[src/design/bf3_pkg.sv]
// Shared types and constants for the 3x3 RGB box filter.
// No dependencies.
`timescale 1ns / 1ps

package bf3_pkg;

    localparam int CFG_WIDTH_BITS  = 11;
    localparam int ROW_BITS        = 16;
    localparam int WIDTH_RESET     = 640;
    localparam int HEIGHT_RESET    = 480;
    localparam int MIN_DIM         = 3;
    localparam int APB_ADDR_BITS   = 3;
    localparam int APB_DATA_BITS   = 32;

    typedef enum logic {
        REG_WIDTH  = 1'b0,
        REG_HEIGHT = 1'b1
    } cfg_reg_t;

    // Per-transaction tag carried down the pipeline.
    typedef struct packed {
        logic emit;
        logic last;
    } item_tag_t;

endpackage

[src/design/bf3_cfg_regs.sv]
// APB register block: frame width and height, with clamped working copies.
// Depends on bf3_pkg.
`timescale 1ns / 1ps

module bf3_cfg_regs #(
    parameter int MAX_LINE = 1024
) (
    input  logic                                aclk,
    input  logic                                aresetn,
    input  logic                                psel,
    input  logic                                penable,
    input  logic                                pwrite,
    input  logic [bf3_pkg::APB_ADDR_BITS-1:0]   paddr,
    input  logic [bf3_pkg::APB_DATA_BITS-1:0]   pwdata,
    output logic [bf3_pkg::APB_DATA_BITS-1:0]   prdata,
    output logic                                pready,
    output logic [$clog2(MAX_LINE):0]           eff_width,
    output logic [bf3_pkg::ROW_BITS-1:0]        eff_height
);
    import bf3_pkg::*;

    localparam int CNT_W        = $clog2(MAX_LINE) + 1;
    localparam int WIDTH_RST_EF = (WIDTH_RESET > MAX_LINE) ? MAX_LINE : WIDTH_RESET;

    logic [CFG_WIDTH_BITS-1:0] width_reg, wr_width;
    logic [ROW_BITS-1:0]       height_reg, wr_height, height_clamped;
    logic [CNT_W-1:0]          eff_width_reg, width_clamped;
    logic [ROW_BITS-1:0]       eff_height_reg;
    logic                      wr_en;
    cfg_reg_t                  reg_sel;

    assign pready    = 1'b1;
    assign wr_en     = psel && penable && pwrite;
    assign reg_sel   = cfg_reg_t'(paddr[2]);
    assign wr_width  = pwdata[CFG_WIDTH_BITS-1:0];
    assign wr_height = pwdata[ROW_BITS-1:0];

    always_comb begin
        if (wr_width < CFG_WIDTH_BITS'(MIN_DIM)) begin
            width_clamped = CNT_W'(MIN_DIM);
        end else if (32'(wr_width) > MAX_LINE) begin
            width_clamped = CNT_W'(MAX_LINE);
        end else begin
            width_clamped = CNT_W'(wr_width);
        end
        height_clamped = (wr_height < ROW_BITS'(MIN_DIM)) ? ROW_BITS'(MIN_DIM) : wr_height;
    end

    always_ff @(posedge aclk) begin
        if (!aresetn) begin
            width_reg      <= CFG_WIDTH_BITS'(WIDTH_RESET);
            height_reg     <= ROW_BITS'(HEIGHT_RESET);
            eff_width_reg  <= CNT_W'(WIDTH_RST_EF);
            eff_height_reg <= ROW_BITS'(HEIGHT_RESET);
        end else if (wr_en) begin
            unique case (reg_sel)
                REG_WIDTH: begin
                    width_reg     <= wr_width;
                    eff_width_reg <= width_clamped;
                end
                REG_HEIGHT: begin
                    height_reg     <= wr_height;
                    eff_height_reg <= height_clamped;
                end
            endcase
        end
    end

    always_comb begin
        unique case (reg_sel)
            REG_WIDTH:  prdata = APB_DATA_BITS'(width_reg);
            REG_HEIGHT: prdata = APB_DATA_BITS'(height_reg);
        endcase
    end

    assign eff_width  = eff_width_reg;
    assign eff_height = eff_height_reg;

endmodule

[config.mk]
export PLATFORM = sky130hd
export DESIGN_NAME = bf3_cfg_regs
export DESIGN_NICKNAME = d
export VERILOG_FILES = /design/src/design/bf3_pkg.sv /design/src/design/bf3_cfg_regs.sv
export SDC_FILE = /design/constraint.sdc
export NUM_CORES = 1
export LEC_CHECK = 0
export BUFFER_PORTS_ARGS = -buffer_cell sky130_fd_sc_hd__clkbuf_2
export CAP_MARGIN = 15
export CELL_PAD_IN_SITES_DETAIL_PLACEMENT = 1
export CELL_PAD_IN_SITES_GLOBAL_PLACEMENT = 1
export CORE_MARGIN = 3
export CORE_UTILIZATION = 36
export CTS_CLUSTER_SIZE = 8
export DETAILED_ROUTE_END_ITERATION = 8
export GPL_TIMING_DRIVEN = 0
export PLACE_DENSITY_LB_ADDON = 0.1
export SYNTH_ARGS = -nofsm -noshare
export SYNTH_HDL_FRONTEND = slang
export SYNTH_SLANG_ARGS = --single-unit
[constraint.sdc]
create_clock -name aclk -period 2.4 [get_ports aclk]
set_clock_uncertainty 0.1 [all_clocks]
set_input_delay 0.12 -clock aclk [delete_from_list [all_inputs] [get_ports aclk]]
set_output_delay 0.12 -clock aclk [all_outputs]
set_load 0.03 [all_outputs]
==> flow_summary.json <==
{
  "max_slew_margin": 0.636,
  "rsz0062_at_grt": "no",
  "place_congestion": 0.773,
  "grt_pass1_wl_um": 10300,
  "critPathKind": "input port to flop",
  "swShare": 0.265,
  "period_share": 0.640,
  "routed_wl_um": 6380,
  "syn_inst": 256,
  "fp.coreArea_um2": 6060,
  "hpwlAfterDp_um": 4650,
  "yosysWarningCount": 0,
  "p_comb_frac": 0.143,
  "power_frac_clock": 0.340,
  "peakVddDrop_mv": 0.292,
  "drc": 0,
  "ys_ff_latch": 54,
  "drv_cap": 0,
  "die_w_um": 86.0,
  "die_area_um2": 7400,
  "antenna-diode-count": 0,
  "final_core_util": 0.491,
  "crit_chain": "dlygate4sd3_1 -> clkbuf_2 -> nor4_1 -> nand4_1 -> a21oi_1",
  "grt_pass1_vias": 2056,
  "timing.fmax_mhz": 651,
  "reg2reg_slack_ps": 1600,
  "postRouteAntennaNets": 0,
  "p_int_uw": 1320,
  "slew_violations": 0,
  "crit_path_start": "pwdata[8]",
  "hp-start": "pwdata[2]",
  "tightest_slew_ps": 541,
  "drtIter0Drc": 86,
  "start_kind": "input port",
  "cts_buffer_depth": 2,
  "avgSynthCellArea_um2": 9.01,
  "finalPower_uw": 1790,
  "stdcell_count": 427,
  "start_util": 0.380,
  "clk_latency_ps": 300,
  "num_vias": 2045,
  "synth_cell_types": 27,
  "crit_fanout": 3,
  "critPathArrivalTime_ps": 1670,
  "cp_slowest_cell": "dlygate4sd3_1",
  "routedWlPerCell_um": 15.0,
  "n_fill_cell": 754,
  "via_per_inst": 4.79,
  "tns_ps": 0,
  "io_buffers": 64,
  "power_density_nw_per_um2": 603,
  "clock-sinks": 54,
  "grt-ovfl-total": 0,
  "drtPass1Iterations": 4,
  "required_ps": 2540,
  "post_cts_buffers": 0,
  "r2r-start": "eff_height[3]",
  "cts-htree-levels": 2,
  "grt_use_total": 0.180,
  "dp.cells": 410,
  "cts-root-buf": "clkbuf_8",
  "switchingPower_uw": 475,
  "p_leak_uw": 0.00132,
  "clkSlewWorstSetupHoldPaths_ps": 90,
  "end_kind": "flop",
  "synth_area_um2": 2310,
  "ios": 100,
  "hp-class": "input port to flop",
  "holdWs_ps": 12.3,
  "antenna_found_initial": 0,
  "die_height_um": 86.0,
  "seqPwrFrac": 0.517,
  "syn_to_final_growth_pct": 29.0,
  "slowest_delay_ps": 530,
  "status": "completed",
  "rows": 28,
  "grt_max_degree": 17,
  "cts_tree": "built",
  "cts_resized": 0,
  "drive_gt1_frac": 0.315,
  "hold_viol": 0,
  "finalCriticalPeriod_ps": 1540,
  "setup_viol": 0,
  "ys_seq_area_frac": 0.469,
  "layout.nets": 391,
  "numCtsBuffers": 5
}
[per-stage QoR]
step / area (um2) / setup WS (ps)
after floorplan: 2360 / 1280
after global placement: 2780 / 773
after detailed placement: 2780 / 796
after CTS: 2980 / 906
after global routing: 2980 / 760
final: 2980 / 864
[layout by cell type, fill, tap and decap left out]
| cell type | instances |
|---|---|
| clkbuf_2 | 64 |
| nand2_1 | 63 |
| dfxtp_1 | 54 |
| a21boi_0 | 35 |
| buf_4 | 19 |
| conb_1 | 17 |
| mux2_2 | 11 |
| dlygate4sd3_1 | 9 |
| o21ai_0 | 8 |
| a21o_1 | 8 |
| clkbuf_1 | 7 |
| buf_2 | 6 |
| and2_1 | 5 |
| inv_1 | 5 |
| clkbuf_8 | 5 |
| nand3b_1 | 4 |
| a21oi_1 | 4 |
| a21boi_1 | 3 |
| or3_1 | 3 |
| nor4_1 | 3 |
| buf_6 | 2 |
| o211ai_1 | 2 |
| nand4_1 | 2 |
| o311ai_0 | 2 |
| nand3_1 | 2 |
| nor2_1 | 2 |
| clkinv_2 | 2 |
| nand4b_4 | 1 |
| and4b_1 | 1 |
| and4_1 | 1 |
| a211oi_1 | 1 |
| bufinv_16 | 1 |
[power groups by stage]
stage	combinational (uW)	sequential [uW]	clock [uW]
after floorplan	149	966	0
after global placement	244	947	0
after detailed placement	245	948	0
after CTS	257	927	624
after global routing	277	930	673
final	256	927	611
[repair_timing]
action | 4_1_cts | 5_1_grt
hold buffers | 9 | 0
hold endpoints to repair | 13 | 0
setup endpoints to repair | 0 | 0
[area by class of cell]
class	instances	area, um2	area share
sequential	54	1080	0.363
clock inverter	3	40.0	0.0135
inverter	5	18.8	0.00631
buffer	34	221	0.0744
clock buffer	5	68.8	0.0231
tap	75	93.8	0.0315
timing repair buffer	73	410	0.138
multi-input combinational	178	1040	0.350
[critical path: cells and delay by family]
kind | cells | cell delay, ps
AO/OA/AOI/OAI | 1 | 170
buffers and inverters | 2 | 660
AND/OR/NAND/NOR | 2 | 730
[cell usage after synthesis]
| cell | number | share of area |
|---|---|---|
| a211oi_1 | 1 | 0.0033 |
| a21boi_0 | 35 | 0.11 |
| a21boi_1 | 3 | 0.0098 |
| a21o_1 | 8 | 0.026 |
| a21oi_1 | 4 | 0.0087 |
| and2_1 | 5 | 0.014 |
| and4_1 | 1 | 0.0038 |
| and4b_1 | 1 | 0.0043 |
| buf_2 | 6 | 0.013 |
| buf_4 | 19 | 0.062 |
| buf_6 | 2 | 0.0098 |
| clkbuf_1 | 7 | 0.011 |
| conb_1 | 2 | 0.0033 |
| dfxtp_1 | 54 | 0.47 |
| inv_1 | 5 | 0.0081 |
| mux2_2 | 11 | 0.054 |
| nand2_1 | 63 | 0.10 |
| nand3_1 | 2 | 0.0043 |
| nand3b_1 | 4 | 0.013 |
| nand4_1 | 2 | 0.0054 |
| nand4b_4 | 1 | 0.010 |
| nor2_1 | 2 | 0.0033 |
| nor4_1 | 3 | 0.0081 |
| o211ai_1 | 2 | 0.0065 |
| o21ai_0 | 8 | 0.017 |
| o311ai_0 | 2 | 0.0076 |
| or3_1 | 3 | 0.0081 |
[routing by layer]
metal	GRT usage	vias to the layer above	share of wire
li1	-	1014	-
met1	0.229	963	0.44
met2	0.301	61	0.48
met3	0.0403	7	0.064
met4	0.0619	0	0.016
met5	0	-	0
[worst paths after layout]
check                                endpoint  depth (start not counted)
worst min register to register  height_reg[5]                          1
worst max register to register  eff_height[3]                          2
worst max-delay path            eff_height[0]                          5
worst min-delay path             width_reg[2]                          3
[logic make-up (layout without fill, tap and decap cells)]
| family | after synthesis | after routing | synth area share |
|---|---|---|---|
| flops | 54 | 54 | 0.469 |
| buf+inv | 39 | 120 | 0.104 |
| mux | 11 | 11 | 0.0537 |
| simple gates | 87 | 87 | 0.177 |
| compound gates | 63 | 63 | 0.193 |
| other cells | 2 | 17 | 0.00326 |
Note: power is estimated with default switching activity, not from simulation.
