$ cat config.mk
export PLATFORM = sky130hd
export DESIGN_NAME = bf3_window_mean
export DESIGN_NICKNAME = d
export VERILOG_FILES = /design/src/design/bf3_pkg.sv /design/src/design/bf3_window_mean.sv
export SDC_FILE = /design/constraint.sdc
export NUM_CORES = 1
export LEC_CHECK = 0
export BUFFER_PORTS_ARGS = -buffer_cell sky130_fd_sc_hd__buf_2
export CAP_MARGIN = 15
export CORE_UTILIZATION = 68
export CTS_CLUSTER_DIAMETER = 80
export CTS_CLUSTER_SIZE = 20
export DETAILED_ROUTE_END_ITERATION = 7
export GPL_ROUTABILITY_DRIVEN = 1
export HOLD_SLACK_MARGIN = 0.02
export PLACE_DENSITY = 0.95
export SLEW_MARGIN = 0
export SYNTH_ARGS = -nofsm -noshare
export SYNTH_HDL_FRONTEND = slang
export SYNTH_SLANG_ARGS = --single-unit
$ cat constraint.sdc
create_clock -name aclk -period 7.76 [get_ports aclk]
set_input_delay 0.776 -clock aclk [delete_from_list [all_inputs] [get_ports aclk]]
set_output_delay 0.776 -clock aclk [all_outputs]
set_load 0.01 [all_outputs]
$ cat src/design/bf3_pkg.sv
// Shared types and constants for the 3x3 RGB box filter.
// No dependencies.
`timescale 1ns / 1ps

package bf3_pkg;

    localparam int CFG_WIDTH_BITS  = 11;
    localparam int ROW_BITS        = 16;
    localparam int WIDTH_RESET     = 640;
    localparam int HEIGHT_RESET    = 480;
    localparam int MIN_DIM         = 3;
    localparam int APB_ADDR_BITS   = 3;
    localparam int APB_DATA_BITS   = 32;

    typedef enum logic {
        REG_WIDTH  = 1'b0,
        REG_HEIGHT = 1'b1
    } cfg_reg_t;

    // Per-transaction tag carried down the pipeline.
    typedef struct packed {
        logic emit;
        logic last;
    } item_tag_t;

endpackage

$ cat src/design/bf3_window_mean.sv
// Window column sums, nine-sample totals and divide-by-9 output register.
// Depends on bf3_pkg.
`timescale 1ns / 1ps

module bf3_window_mean #(
    parameter int SAMPLE_BITS = 8
) (
    input  logic                          aclk,
    input  logic                          aresetn,
    input  logic [3*SAMPLE_BITS-1:0]      col_upper,
    input  logic [3*SAMPLE_BITS-1:0]      col_middle,
    input  logic [3*SAMPLE_BITS-1:0]      col_lower,
    input  logic                          shift_en,
    input  logic                          sum_en,
    input  logic                          out_en,
    output logic [3*SAMPLE_BITS-1:0]      mean
);
    import bf3_pkg::*;

    localparam int COL_W     = SAMPLE_BITS + 2;
    localparam int SUM_W     = SAMPLE_BITS + 4;
    localparam int DIV_SHIFT = SUM_W + 4;
    localparam int RECIP_W   = DIV_SHIFT - 2;
    localparam int PROD_W    = SUM_W + RECIP_W;
    localparam logic [RECIP_W-1:0] RECIP = RECIP_W'(((1 << DIV_SHIFT) + 8) / 9);

    logic [2:0][COL_W-1:0]       colsum, prev1_reg, prev2_reg;
    logic [2:0][SUM_W-1:0]       total, total_reg;
    logic [2:0][PROD_W-1:0]      prod;
    logic [2:0][SAMPLE_BITS-1:0] mean_next, mean_reg;

    always_comb begin
        for (int ch = 0; ch < 3; ch++) begin
            colsum[ch] = COL_W'(col_upper[ch*SAMPLE_BITS +: SAMPLE_BITS])
                       + COL_W'(col_middle[ch*SAMPLE_BITS +: SAMPLE_BITS])
                       + COL_W'(col_lower[ch*SAMPLE_BITS +: SAMPLE_BITS]);
            total[ch]  = SUM_W'(colsum[ch]) + SUM_W'(prev1_reg[ch]) + SUM_W'(prev2_reg[ch]);
            prod[ch]   = PROD_W'(total_reg[ch]) * PROD_W'(RECIP);
            mean_next[ch] = prod[ch][DIV_SHIFT +: SAMPLE_BITS];
        end
    end

    always_ff @(posedge aclk) begin
        if (!aresetn) begin
            prev1_reg <= '0;
            prev2_reg <= '0;
        end else if (shift_en) begin
            prev1_reg <= colsum;
            prev2_reg <= prev1_reg;
        end
    end

    always_ff @(posedge aclk) begin
        if (sum_en) begin
            total_reg <= total;
        end
        if (out_en) begin
            mean_reg <= mean_next;
        end
    end

    assign mean = mean_reg;

endmodule

==> flow_metrics.tcl, run 1 <==
set metrics [dict create \
    status "complete, no violations" \
    drv_slew 0 \
    cts_tree "yes" \
    synthXorXnorAreaFrac 0.0454 \
    synthAdderAreaFrac 0.441 \
    finalCritPeriodShare 0.654 \
    synth_area_per_cell_um2 10.2 \
    grt_max_degree 73 \
    grt_usage 0.303 \
    cts_setup_buffers 0 \
    antenna_found_initial 0 \
    htree_levels 4 \
    synth_enable_flop_cells 60 \
    finClkSkew_ns 0.00821 \
    fp.dieH_um 144 \
    drtIter0Drc 545 \
    start_util 0.699 \
    final.setup.tns_ns 0 \
    yosysSeqAreaShare 0.219 \
    fmax_ghz 0.197 \
    post_drt_via_cell_ratio 5.70 \
    rsz0062_at_grt "no" \
    fin_util 0.770 \
    cp_data_arrival_time_ns 5.22 \
    remaining_drc_errors 0 \
    clk_pin_slew_worst_paths_ns 0.06 \
    drive_gt1_frac 0.105 \
    start_kind "input port" \
    detailed_place_hpwl_mm 22.0 \
    criticalPathCategory "in2reg" \
    grt_overflow 0 \
    muxShareOfSynthArea 0.0352 \
    slew_headroom 0.319 \
    dieWidth_um 144 \
    cap_violations 0 \
    grt_pass1_vias 10500 \
    syn_inst 1338 \
    antenna_cells 0 \
    pin_count 101 \
    grt_first_pass_wirelength_mm 48.4 \
    synth-compound-area-share 0.0852 \
    hold_viol_final 0 \
    synth_warnings 0 \
    routed-via-count 9789 \
    cts_resized 0 \
    area_growth_pct 10.0 \
    cp-end-kind "flip-flop" \
    synthSimpleGateAreaFrac 0.0804 \
    yosysUniqueCellTypes 65 \
    worstSkewPairLatency_ns 0.43 \
    syn_nets 1810 \
    io_buffers 100 \
    cp.required_ns 7.90 \
    wl_mm 29.2 \
    r2r_setup_slack_ns 2.72 \
    synth-seq-cells 120 \
    coreArea_um2 19600 \
    setup-violations-final 0 \
    worstMarginPinSlew_ns 1.02 \
    mappedNetlistArea_um2 13700 \
    cp_max_fo 4 \
    async_reset_ff_frac 0 \
    clock-sinks 120 \
    hp-class "reg2reg" \
    place.gp.congestion 0.909 \
    ys.flop_type "edfxtp_1" \
    drtAntennaViolNets 0 \
    numCtsBuffers 17 \
    firstDrtPassIters 5 \
    wl_per_cell_um 17.0 \
    ctsHoldBuffers 0 \
    row_count 51 \
    die-area_um2 20700 \
    largest_reg_flops 36 \
    synth_top_family_by_area "adder cells" \
    clockBufferDepth 2 \
    nets 1913 \
    root_buffer "clkbuf_16" \
    min_period_ns 5.08 \
]
[synthesized netlist by cell type (5+ instances only)]
master | instances | area (um^2)
nand3_1 | 21 | 105
o2111ai_1 | 5 | 43.8
inv_1 | 324 | 1220
mux2i_1 | 47 | 470
o211ai_1 | 7 | 52.6
xor2_1 | 15 | 131
and3_1 | 7 | 43.8
nor3_1 | 19 | 95.1
nand2_1 | 34 | 128
edfxtp_1 | 60 | 1800
a21boi_0 | 6 | 45.0
nand4_1 | 6 | 37.5
nor2_1 | 36 | 135
a21oi_1 | 33 | 165
a21o_1 | 18 | 135
o21ai_0 | 22 | 110
and2_1 | 9 | 56.3
nor2b_1 | 53 | 332
clkbuf_1 | 11 | 41.3
ha_1 | 248 | 3100
xnor2_1 | 56 | 490
fa_1 | 147 | 2940
dfxtp_1 | 60 | 1200
o21a_1 | 9 | 67.6
[per-layer routing]
| layer | track usage | vias to the layer above | share of wire |
|---|---|---|---|
| li1 | - | 4611 | - |
| met1 | 0.358 | 4718 | 0.41 |
| met2 | 0.540 | 368 | 0.51 |
| met3 | 0.0503 | 92 | 0.049 |
| met4 | 0.135 | 0 | 0.034 |
| met5 | 0 | - | 0 |
[layout by cell type, fill, tap and decap left out, drive strengths merged, types with 27 or more instances in the layout]
master / count
a21oi: 36
buf: 100
dfxtp: 60
edfxtp: 60
fa: 147
ha: 248
inv: 329
mux2i: 47
nand2: 34
nor2: 36
nor2b: 53
o21ai: 27
xnor2: 56
[cell type report]
class | count | area (um^2)
multi-input combinational | 878 | 9420
timing repair buffer | 100 | 503
clock buffer | 22 | 497
tap | 265 | 332
fill | 1195 | 4510
inverter | 324 | 1220
sequential | 120 | 3000
clock inverter | 9 | 108
[cell families after synthesis]
kind of cell | count (synthesis)
buffers and inverters | 340
adders and majority gates | 395
AOI/OAI and AO/OA | 156
DFF | 120
muxes | 48
and+or+nand+nor | 208
xor gates and xnor gates | 71
[critical path: stages]
cell and delay (ns):
buf_2 0.07, inv_1 0.04, fa_1 0.52, inv_1 0.04, ha_1 0.21, fa_1 0.46, a21o_1 0.19, a21oi_1 0.22
o21ai_0 0.12, a21oi_1 0.32, xor2_1 0.13, fa_1 0.49, inv_1 0.05, ha_1 0.24, or4_1 0.59, a2111oi_0 0.61
nor3_1 0.12
[stage by stage]
step | worst slack, ns | instances | cell area [um^2] | hold WS (ns)
detailed placement | 2.55 | 1687 | 14500 | 0.493
floorplan | 2.95 | 1338 | 13700 | 0.474
global route | 2.47 | 1718 | 15100 | 0.526
global placement | 2.71 | 1687 | 14500 | 0.485
finish | 2.68 | 1718 | 15100 | 0.509
CTS | 2.73 | 1718 | 15100 | 0.507
[final timing paths]
check | start | to | depth (start not counted)
hold reg to reg | prev1_reg[13] | prev1_reg[13] | 1
hold / removal | prev1_reg[13] | prev1_reg[13] | 1
setup reg to reg | total_reg[3] | mean[6] | 18
setup / recovery | col_upper[17] | total_reg[34] | 17
Power of run 1 is not shown: default switching activity piles up to over one toggle a cycle in this logic, so the estimate is an artifact.
==> run 2: changes to the inputs <==
Settings changed: ABC_AREA set to 1, CORE_UTILIZATION 68 to 63, PLACE_DENSITY 0.95 to 0.91.
Clock period 7.76 ns to 5 ns, I/O delays scaled along.
==> flow_metrics.tcl, run 2 <==
set metrics [dict create \
    yosysSeqAreaShare 0.206 \
    final.setup.tns_ns 0 \
    cts_resized 0 \
    hold_path_startpoint "prev1_reg[8]" \
    syn_inst 1725 \
    io_buffers 100 \
    fin_util 0.703 \
    status "complete, no violations" \
    synth_warnings 0 \
    worstSkewPairLatency_ns 0.44 \
    die-area_um2 23800 \
    ys.flop_type "edfxtp_1" \
    fmax_ghz 0.221 \
    worstMarginPinSlew_ns 0.835 \
    grt_usage 0.289 \
    synthSimpleGateAreaFrac 0.137 \
    htree_levels 4 \
    fin_ws_ns 0.470 \
    synth-compound-area-share 0.0969 \
    start_util 0.644 \
    pin_count 101 \
    root_buffer "clkbuf_16" \
    numCtsBuffers 17 \
    synth-seq-cells 120 \
    largest_reg_flops 36 \
    post_drt_via_cell_ratio 5.52 \
    drtAntennaViolNets 0 \
    cp_data_arrival_time_ns 4.73 \
    wl_per_cell_um 15.1 \
    grt_max_degree 98 \
    layout_common_cells "inv_1, nand2_1, ha_1, fa_1, a21oi_1" \
    hp-class "reg2reg" \
    remaining_drc_errors 0 \
    cp-end-kind "flip-flop" \
    cp.required_ns 5.20 \
    clockBufferDepth 2 \
    mappedNetlistArea_um2 14600 \
    area_growth_pct 9.15 \
    clock-sinks 120 \
    grt_first_pass_wirelength_mm 55.1 \
    drtIter0Drc 637 \
    synth_area_leaders "ha_1, fa_1, edfxtp_1" \
    slew_headroom 0.443 \
    drive_gt1_frac 0.0853 \
    setup-violations-final 0 \
    synth_top_area_frac 0.213 \
    place.gp.congestion 0.963 \
    yosysUniqueCellTypes 44 \
    syn_nets 2197 \
    muxShareOfSynthArea 0 \
    r2r_start "total_reg[7]" \
    ctsHoldBuffers 0 \
    fp.dieH_um 154 \
    wl_mm 32.2 \
    hold_slack_ns 0.507 \
    synth_top_family_by_area "adder cells" \
    synthXorXnorAreaFrac 0.0347 \
    start_kind "flip-flop" \
    dieWidth_um 154 \
    cp-startpoint "total_reg[7]" \
    finalCritPeriodShare 0.906 \
    cts_setup_buffers 0 \
    hold_viol_final 0 \
    criticalPathCategory "reg2reg" \
    drv_slew 0 \
    finClkSkew_ns 0.0124 \
    grt_pass1_vias 12100 \
    nets 2299 \
    dp_slack_ns 0.518 \
    cap_violations 0 \
    detailed_place_hpwl_mm 25.2 \
    coreArea_um2 22600 \
    async_reset_ff_frac 0 \
    cp_max_fo 5 \
    antenna_found_initial 0 \
    final_common_cell "inv_1" \
    synth_area_leader_cell "ha_1" \
    min_period_ns 4.53 \
    row_count 55 \
    synthAdderAreaFrac 0.414 \
    rsz0062_at_grt "no" \
    clk_pin_slew_worst_paths_ns 0.06 \
    routed-via-count 11700 \
    antenna_cells 0 \
    synth_area_per_cell_um2 8.46 \
    grt_overflow 0 \
    cts_tree "yes" \
    synth_common_cells "inv_1, nand2_1, ha_1" \
    firstDrtPassIters 5 \
    synth.most_common_cell "inv_1" \
    synth_enable_flop_cells 60 \
]
run 2: path summary, 6_finish.rpt:
| check | to | slack, ns | cells after the start |
|---|---|---|---|
| hold reg to reg | prev2_reg[8] | 0.51 | 2 |
| setup / recovery | mean[4] | 0.47 | 16 |
| setup reg to reg | mean[4] | 0.47 | 16 |
| hold / removal | prev2_reg[8] | 0.51 | 2 |
run 2: worst max-delay path, cell delays in order (launching register included):
cell      delay (ns)
edfxtp_1        0.53
fa_1            0.55
ha_1            0.35
inv_1           0.07
fa_1            0.53
inv_1           0.05
fa_1            0.51
inv_1           0.06
fa_1            0.52
inv_1           0.04
ha_1            0.33
a21o_1          0.21
a21oi_1         0.23
o21a_1          0.17
nand2_1         0.06
nand2_1         0.05
nand2_1         0.04
run 2: cells by family (layout without fill, tap and decap cells):
group	Yosys count	in the layout
buffers and inverters	424	539
adder cells (fa/ha/maj)	395	395
AO/OA/AOI/OAI	257	257
XOR/XNOR	56	56
AND/OR/NAND/NOR	473	473
flip-flops	120	120
run 2: through the flow:
| step | instances | cell area, um^2 |
|---|---|---|
| 6_report | 2125 | 15900 |
| 5_1_grt | 2125 | 15900 |
| 4_1_cts | 2125 | 15900 |
| 3_5_place_dp | 2093 | 15400 |
| 3_3_place_gp | 2093 | 15400 |
| 2_1_floorplan | 1725 | 14600 |
run 2: final cells by class:
type / count / area (um^2)
fillers: 1612 / 6720
multi-input cells: 1181 / 9970
inverters: 406 / 1520
clock inverters: 13 / 90.1
well taps: 285 / 357
repair buffers: 101 / 508
flip-flops and latches: 120 / 3000
clock buffers: 19 / 475
run 2: per-layer routing:
metal,wire length [um],track usage,part of all wire
met5,0,0,0
met4,930,0.109,0.029
met3,1460,0.0431,0.045
met2,15800,0.507,0.49
met1,14000,0.360,0.44
Power of run 2 is left out for the same reason.
