<file path="config.mk">
export PLATFORM = sky130hd
export DESIGN_NAME = bf3_pos_track
export DESIGN_NICKNAME = d
export VERILOG_FILES = /design/src/design/bf3_pkg.sv /design/src/design/bf3_pos_track.sv
export SDC_FILE = /design/constraint.sdc
export NUM_CORES = 1
export LEC_CHECK = 0
export BUFFER_PORTS_ARGS = -buffer_cell sky130_fd_sc_hd__buf_2
export CORE_MARGIN = 2
export CORE_UTILIZATION = 25
export CTS_BUF_LIST = sky130_fd_sc_hd__clkbuf_4 sky130_fd_sc_hd__clkbuf_8
export DETAILED_ROUTE_END_ITERATION = 7
export MAX_ROUTING_LAYER = met4
export PLACE_DENSITY = 0.37
export SETUP_SLACK_MARGIN = 0.02
export SLEW_MARGIN = 25
export SYNTH_ARGS = -nofsm -noshare
export SYNTH_HDL_FRONTEND = slang
export SYNTH_SLANG_ARGS = --single-unit
</file>
<file path="constraint.sdc">
create_clock -name aclk -period 25.6 [get_ports aclk]
set_clock_uncertainty 0.2 [all_clocks]
set_input_delay 1.28 -clock aclk [delete_from_list [all_inputs] [get_ports aclk]]
set_output_delay 1.28 -clock aclk [all_outputs]
set_load 0.05 [all_outputs]
</file>
<file path="src/design/bf3_pkg.sv">
// Shared types and constants for the 3x3 RGB box filter.
// No dependencies.
`timescale 1ns / 1ps

package bf3_pkg;

    localparam int CFG_WIDTH_BITS  = 11;
    localparam int ROW_BITS        = 16;
    localparam int WIDTH_RESET     = 640;
    localparam int HEIGHT_RESET    = 480;
    localparam int MIN_DIM         = 3;
    localparam int APB_ADDR_BITS   = 3;
    localparam int APB_DATA_BITS   = 32;

    typedef enum logic {
        REG_WIDTH  = 1'b0,
        REG_HEIGHT = 1'b1
    } cfg_reg_t;

    // Per-transaction tag carried down the pipeline.
    typedef struct packed {
        logic emit;
        logic last;
    } item_tag_t;

endpackage

</file>
<file path="src/design/bf3_pos_track.sv">
// Raster position tracking: column/row counters, window-valid and end-of-frame tags.
// Depends on bf3_pkg.
`timescale 1ns / 1ps

module bf3_pos_track #(
    parameter int MAX_LINE = 1024
) (
    input  logic                               aclk,
    input  logic                               aresetn,
    input  logic                               advance,
    input  logic                               frame_start,
    input  logic [$clog2(MAX_LINE):0]          eff_width,
    input  logic [bf3_pkg::ROW_BITS-1:0]       eff_height,
    output logic [$clog2(MAX_LINE)-1:0]        col_addr,
    output bf3_pkg::item_tag_t                 tag
);
    import bf3_pkg::*;

    localparam int ADDR_W = $clog2(MAX_LINE);
    localparam int CNT_W  = ADDR_W + 1;

    logic [ADDR_W-1:0]   col_reg, col_next, col_start, col_cur;
    logic [ROW_BITS-1:0] row_reg, row_next, row_start, row_step, row_cur;
    logic [CNT_W-1:0]    col_inc;
    logic [ROW_BITS:0]   row_inc;
    logic                last_col, last_row;

    always_comb begin
        col_start = frame_start ? '0 : col_reg;
        row_start = frame_start ? '0 : row_reg;
        if ({1'b0, col_start} >= eff_width) begin
            col_cur  = '0;
            row_step = row_start + ROW_BITS'(1);
        end else begin
            col_cur  = col_start;
            row_step = row_start;
        end
        row_cur  = (row_step >= eff_height) ? '0 : row_step;
        col_inc  = {1'b0, col_cur} + CNT_W'(1);
        row_inc  = {1'b0, row_cur} + (ROW_BITS + 1)'(1);
        last_col = (col_inc >= eff_width);
        last_row = (row_inc >= {1'b0, eff_height});
        col_next = last_col ? '0 : col_inc[ADDR_W-1:0];
        if (last_col) begin
            row_next = last_row ? '0 : row_inc[ROW_BITS-1:0];
        end else begin
            row_next = row_cur;
        end
        tag.emit = (row_cur >= ROW_BITS'(2)) && (col_cur >= ADDR_W'(2));
        tag.last = (row_inc == {1'b0, eff_height}) && (col_inc == eff_width);
    end

    always_ff @(posedge aclk) begin
        if (!aresetn) begin
            col_reg <= '0;
            row_reg <= '0;
        end else if (advance) begin
            col_reg <= col_next;
            row_reg <= row_next;
        end
    end

    assign col_addr = col_cur;

endmodule

</file>
==> results of run 1 <==
[placed cells by master, fill, tap and decap left out, types with 3 or more instances in the layout]
cell type   n
o2bb2ai_1   4
a21oi_1    24
and3_1     12
mux2i_1     4
nand4_1    16
o21ai_0    16
a22oi_1     8
nand2_1    37
o21ai_1     3
ha_1       58
a211oi_2    4
nor3_1     14
mux2_2      3
a2111oi_2   3
a21boi_0    8
nand2b_1    6
o31ai_1     3
nor2_1     36
xnor2_1    21
a21o_1     12
and2_1      6
buf_2      42
nor4_1      4
o21a_1      6
dfxtp_1    26
inv_1      46
nor2b_1    24
nand3_1    23
a31oi_1     7
xor2_1      7
clkbuf_8    3
[per-stage QoR]
step / power (W) / instances / utilization (%)
finish: 0.00009266 / 728 / 28.22
global route: 0.00009880 / 728 / 28.22
CTS: 0.00009428 / 728 / 28.22
detailed placement: 0.00006780 / 725 / 27.95
global placement: 0.00006789 / 725 / 27.95
floorplan: 0.00005975 / 514 / -
[power groups by stage]
stage | registers (W) | clock network [W] | logic [W]
after floorplan | 0.0000429 | 0 | 0.0000168
after global placement | 0.0000433 | 0 | 0.0000245
after detailed placement | 0.0000433 | 0 | 0.0000245
after CTS | 0.0000424 | 0.0000272 | 0.0000247
after global routing | 0.0000425 | 0.0000284 | 0.0000279
final | 0.0000424 | 0.0000259 | 0.0000244
[per-layer routing]
metal | vias up | GRT usage (%) | wire length [microns] | part of all wire [%]
met2 | 77 | 26.49 | 5853 | 46
met3 | 7 | 1.164 | 420 | 3.3
met1 | 1722 | 22.37 | 6375 | 50
met5 | - | - | 0 | 0
li1 | 1916 | - | - | -
met4 | 0 | 3.708 | 157 | 1.2
[worst min path at each step]
| stage | endpoint | slack [ps] | cells past startpoint |
|---|---|---|---|
| after floorplan | col_reg[1] | 250 | 2 |
| after global placement | col_reg[1] | 270 | 2 |
| after detailed placement | col_reg[1] | 280 | 2 |
| after CTS | col_reg[1] | 290 | 2 |
| after global routing | col_reg[1] | 330 | 2 |
| final | col_reg[1] | 280 | 2 |
[critical path: cells and delay by family]
kind / cells / cell delay (ps)
adders and majority gates: 4 / 1090
and+or+nand+nor: 7 / 1490
buffers and inverters: 2 / 660
AOI/OAI and AO/OA: 16 / 4400
xor gates and xnor gates: 2 / 790
muxes: 1 / 320
[cell families (layout without fill, tap and decap cells)]
kind of cell / count (synthesis) / count (layout) / share of synthesized area, %
AO/OA/AOI/OAI: 121 / 121 / 22.93
multiplexers: 7 / 7 / 1.892
adder cells (fa/ha/maj): 58 / 58 / 18.60
flip-flops: 26 / 26 / 13.34
XOR/XNOR: 29 / 29 / 6.703
AND/OR/NAND/NOR: 206 / 206 / 29.19
buffers and inverters: 67 / 93 / 7.344
[cell type report]
| class | count | area share [%] |
|---|---|---|
| Multi-Input combinational cell | 421 | 72.24 |
| Clock buffer | 3 | 0.9624 |
| Timing Repair Buffer | 43 | 5.074 |
| Inverter | 47 | 4.112 |
| Tap cell | 188 | 5.483 |
| Sequential cell | 26 | 12.13 |
==> summary.txt, run 1 <==
Detailed routing
  – Initial DRT Pass Iterations: 4
  – WL/cell: 17.59 microns
  – DR DRC count: 0
  – Iter 0 DRT Violations: 211
  – Total Routed Length: 12810 microns
  – DRT antenna net count: 0
  – Avg Vias per Cell: 5.113
  – Vias: 3722

STA
  – Hold WS: 283.9 ps
  – RSZ-0062 raised after global routing: false
  – Max Freq: 99.46 MHz
  – Slew margin rel.: 42.03%
  – # setup viols final: 0
  – Setup_tns: 0 ps
  – Final period util: 39.28%
  – Final WS setup: 15550 ps
  – Actual slew at the worst max-slew pin: 847.7 ps
  – Final min period: 10050 ps
  – Slew Limit Fails: 0
  – Final hold vios: 0

Global route
  – Initial antenna violation count: 0
  – Number of global-route vias before repair: 3824
  – First-pass GRT wire length: 20640 microns
  – Largest net degree at the start of global routing: 38
  – Congestion Overflow GR: 0
  – GRT Total Usage: 16.37%

Clock network
  – Root Buffer: clkbuf_8
  – TritonCTS Sinks: 26
  – # hold bufs at CTS: 0
  – CTS tree: yes
  – Number of gates resized after CTS: 0
  – Worst-Skew Late Latency: 290 ps
  – Setup Buffers After CTS: 0
  – H-tree level count: 1
  – Max clock buf depth: 2
  – TritonCTS buffer count: 3
  – Clock transition at the registers of the reported paths: 100 ps

Pwr
  – Peak supply drop: 16.85 uV
  – PD cells: 21.60 mW/mm^2
  – Internal cell power: 0.00006119 W
  – NetSw: 0.00003147 W
  – Sw Share: 33.96%
  – Pleak: 2.064 nW
  – Comb power frac: 26.3%
  – Sequential share of power: 45.7%
  – Clk network pwr share: 27.9%

Final layout
  – Area of the multi-input gates: 0.003099 sq mm
  – Final instance area: 0.004290 sq mm
  – Register area: 520.5 sq um
  – Area grow syn2layout: 9.974%
  – Number of flip-flops in the largest register: 16
  – Layout cells sized above 1: 14.44%
  – Number of fill cells: 1704
  – N_diodes: 0
  – Nets: 631

Worst setup path
  – Worst R2R Setup Slack: 16850 ps
  – CP Max Fanout: 37
  – CP max stage delay: 750 ps
  – Crit path to: row_reg[13]
  – Crit. End Element: register
  – Reg2Reg Depth: 30
  – Worst reg2reg endpoint: row_reg[13]
  – Crit path from: frame_start
  – Worst path arrival time: 10090 ps
  – CP max-delay cell: a2111oi_0
  – CP startpoint kind: input pin
  – Worst EP required: 25640 ps
  – R2R Path Start: col_reg[8]
  – CP Class: in -> reg
  – Cell mode on critical path: ha_1

Logic synthesis
  – Top-area cell type share of the netlist area: 18.60%
  – YS warnings: 0
  – Predominant post-synthesis flop cell: dfxtp_1
  – Syn avg cell area: 7.590 sq um
  – Most common cell in the netlist: ha_1
  – EDFF count, synth: 0
  – Register area share after synthesis: 13.34%
  – Synth Register Bits: 26
  – Syn Nets: 603
  – Post-synthesis cell count: 514
  – Synth unique cells: 75
  – Post-synth top cells: 58 x ha_1, 46 x inv_1, 37 x nand2_1
  – Most area-consuming cells after synthesis: ha_1 19%, dfxtp_1 13%, xnor2_1 4.7%
  – Synth Cell Area: 0.003901 sq mm
  – Synth area leader: ha_1
  – Ys async rst share: 0%

Run
  – Max-Cap Viols: 0

Outcome
  – Status: finished clean

Die
  – Height of the chip: 128.9 microns
  – Row cnt: 45
  – I/O pin total: 43
  – DIE AREA: 0.01662 sq mm
  – Core area: 0.01520 sq mm
  – Die width: 128.9 microns
  – Initial Util: 25.66%

Placement
  – Final HPWL DP: 10350 microns
  – RePlAce Congestion: 0.8234
  – Cell area after placement: 0.004249 sq mm
  – Port bufs: 42
  – Worst slack at placement: 15310 ps

Worst hold path
  – Min-delay src: col_reg[1]
  – Hold Path Class: reg -> reg
No activity file was read; power rests on OpenSTA's default activity.
==> inputs of run 2 (changes only) <==
Clock period 25.6 ns to 9.9 ns, I/O delays scaled along.
==> summary.txt, run 2 (same netlist as run 1, synthesis figures left out) <==
STA
  – Actual slew at the worst max-slew pin: 864.0 ps (was 847.7 ps)
  – Slew margin rel.: 40.91% (was 42.03%)
  – Final period util: 87.60%
  – Final min period: 8673 ps
  – RSZ-0062 raised after global routing: false (unchanged)
  – # setup viols final: 0 (unchanged)
  – Final hold vios: 0 (unchanged)
  – Hold WS: 277.9 ps (was 283.9 ps)
  – Setup_tns: 0 ps (unchanged)
  – Max Freq: 115.3 MHz
  – Slew Limit Fails: 0 (unchanged)

Worst setup path
  – CP startpoint kind: input pin (unchanged)
  – CP Class: in -> reg (unchanged)
  – Crit. End Element: register (unchanged)
  – CP max stage delay: 770 ps (was 750 ps)
  – Worst EP required: 9900 ps (was 25640 ps)
  – Cell mode on critical path: ha_1 (unchanged)
  – CP max-delay cell: a2111oi_0 (unchanged)
  – Worst path arrival time: 8680 ps (was 10090 ps)
  – CP Max Fanout: 16 (was 37)

Detailed routing
  – DRT antenna net count: 0 (unchanged)
  – Vias: 3770 (was 3722)
  – Initial DRT Pass Iterations: 4 (unchanged)
  – DR DRC count: 0 (unchanged)
  – Iter 0 DRT Violations: 174 (was 211)
  – WL/cell: 17.83 microns (was 17.59 microns)
  – Avg Vias per Cell: 5.150 (was 5.113)
  – Total Routed Length: 13050 microns (was 12810 microns)

Final layout
  – Number of flip-flops in the largest register: 16 (unchanged)
  – N_diodes: 0 (unchanged)
  – Commonest cells after routing, fill and taps aside: 58 x ha_1, 46 x inv_1, 42 x buf_2, 37 x nand2_1, 36 x nor2_1 (unchanged)
  – Layout cells sized above 1: 15.07% (was 14.44%)
  – Nets: 634 (was 631)
  – Final instance area: 0.004327 sq mm (was 0.004290 sq mm)
  – Number of fill cells: 1733 (was 1704)
  – Area grow syn2layout: 10.90% (was 9.974%)
  – Commonest non-fill, non-tap cell in the layout: ha_1 (unchanged)

Clock network
  – Number of gates resized after CTS: 0 (unchanged)
  – # hold bufs at CTS: 0 (unchanged)
  – Root Buffer: clkbuf_8 (unchanged)
  – TritonCTS Sinks: 26 (unchanged)
  – Clock transition at the registers of the reported paths: 100 ps (about the same)
  – H-tree level count: 1 (unchanged)
  – TritonCTS buffer count: 3 (unchanged)
  – Max clock buf depth: 2 (unchanged)
  – Setup Buffers After CTS: 0 (unchanged)
  – CTS tree: yes (unchanged)
  – Worst-Skew Late Latency: 290 ps (about the same)

Die
  – Row cnt: 45 (unchanged)
  – Initial Util: 25.66% (unchanged)
  – Height of the chip: 128.9 microns (unchanged)
  – Core area: 0.01520 sq mm (unchanged)
  – DIE AREA: 0.01662 sq mm (unchanged)
  – Die width: 128.9 microns (unchanged)
  – I/O pin total: 43 (unchanged)

Pwr
  – Sw Share: 33.34% (was 33.96%)
  – Comb power frac: 25.4% (was 26.3%)
  – Peak supply drop: 43.26 uV (was 16.85 uV)
  – Sequential share of power: 43.9% (was 45.7%)
  – PD cells: 57.81 mW/mm^2 (was 21.60 mW/mm^2)
  – Pleak: 2.085 nW (was 2.064 nW)
  – Clk network pwr share: 30.8% (was 27.9%)
  – NetSw: 0.00008338 W (was 0.00003147 W)
  – Internal cell power: 0.0001667 W (was 0.00006119 W)

Global route
  – First-pass GRT wire length: 20840 microns (was 20640 microns)
  – Initial antenna violation count: 0 (unchanged)
  – Number of global-route vias before repair: 3801 (was 3824)
  – Largest net degree at the start of global routing: 35 (was 38)
  – Congestion Overflow GR: 0 (unchanged)
  – GRT Total Usage: 16.48% (was 16.37%)

Run
  – Max-Cap Viols: 0 (unchanged)

Outcome
  – Status: finished clean (unchanged)

Placement
  – Cell area after placement: 0.004272 sq mm (was 0.004249 sq mm)
  – Final HPWL DP: 10580 microns (was 10350 microns)
  – RePlAce Congestion: 0.8210 (was 0.8234)
  – Port bufs: 42 (unchanged)

Worst hold path
  – Hold Path Class: reg -> reg (unchanged)
## run 2: final timing paths
path                             startpoint          end  slack (ps)  cells past startpoint
worst max register to register   col_reg[7]  row_reg[15]        1270                     29
worst min register to register   col_reg[1]   col_reg[1]         280                      2
worst max-delay path            frame_start  row_reg[15]        1230                     32
worst min-delay path             col_reg[1]   col_reg[1]         280                      2
## run 2: cell type report
cell class / instances / area, sq um / area share (%)
well taps: 188 / 235.2 / 5.437
clock buffers: 4 / 55.05 / 1.272
inverters: 47 / 176.4 / 4.077
repair buffers: 46 / 240.2 / 5.552
multi-input cells: 421 / 3099 / 71.63
flip-flops and latches: 26 / 520.5 / 12.03
## run 2: metal layers
layer / wire, microns / vias up / part of all wire (%) / GRT usage [%]
met3: 410 / 5 / 3.1 / 0.6237
met2: 6123 / 74 / 47 / 27.70
met1: 6416 / 1774 / 49 / 22.11
met4: 100 / 0 / 0.77 / 3.453
li1: - / 1917 / - / -
met5: 0 / - / 0 / -
## run 2: stage by stage
step           total power [W]  cells  utilization, %  worst slack [ps]
4_1_cts              0.0002545    732           28.46              1198
3_5_place_dp         0.0001761    728           28.10             939.5
3_3_place_gp         0.0001760    728           28.10              1041
5_1_grt              0.0002650    732           28.46             484.0
6_report             0.0002501    732           28.46              1227
2_1_floorplan        0.0001545    514               -              1283
## run 2: worst max-delay path, delay by kind of cell
| kind | cells | cell delay (ps) |
|---|---|---|
| xor gates and xnor gates | 2 | 790 |
| muxes | 1 | 320 |
| buffers and inverters | 2 | 280 |
| and+or+nand+nor | 7 | 1250 |
| adders and majority gates | 4 | 1120 |
| AOI/OAI and AO/OA | 16 | 4390 |
## run 2: power by group through the flow
stage | Sequential, W | Clock (W) | Combinational (W)
final | 0.000110 | 0.0000770 | 0.0000634
after global routing | 0.000110 | 0.0000828 | 0.0000720
after CTS | 0.000110 | 0.0000803 | 0.0000645
after detailed placement | 0.000112 | 0 | 0.0000640
after global placement | 0.000112 | 0 | 0.0000638
after floorplan | 0.000111 | 0 | 0.0000435
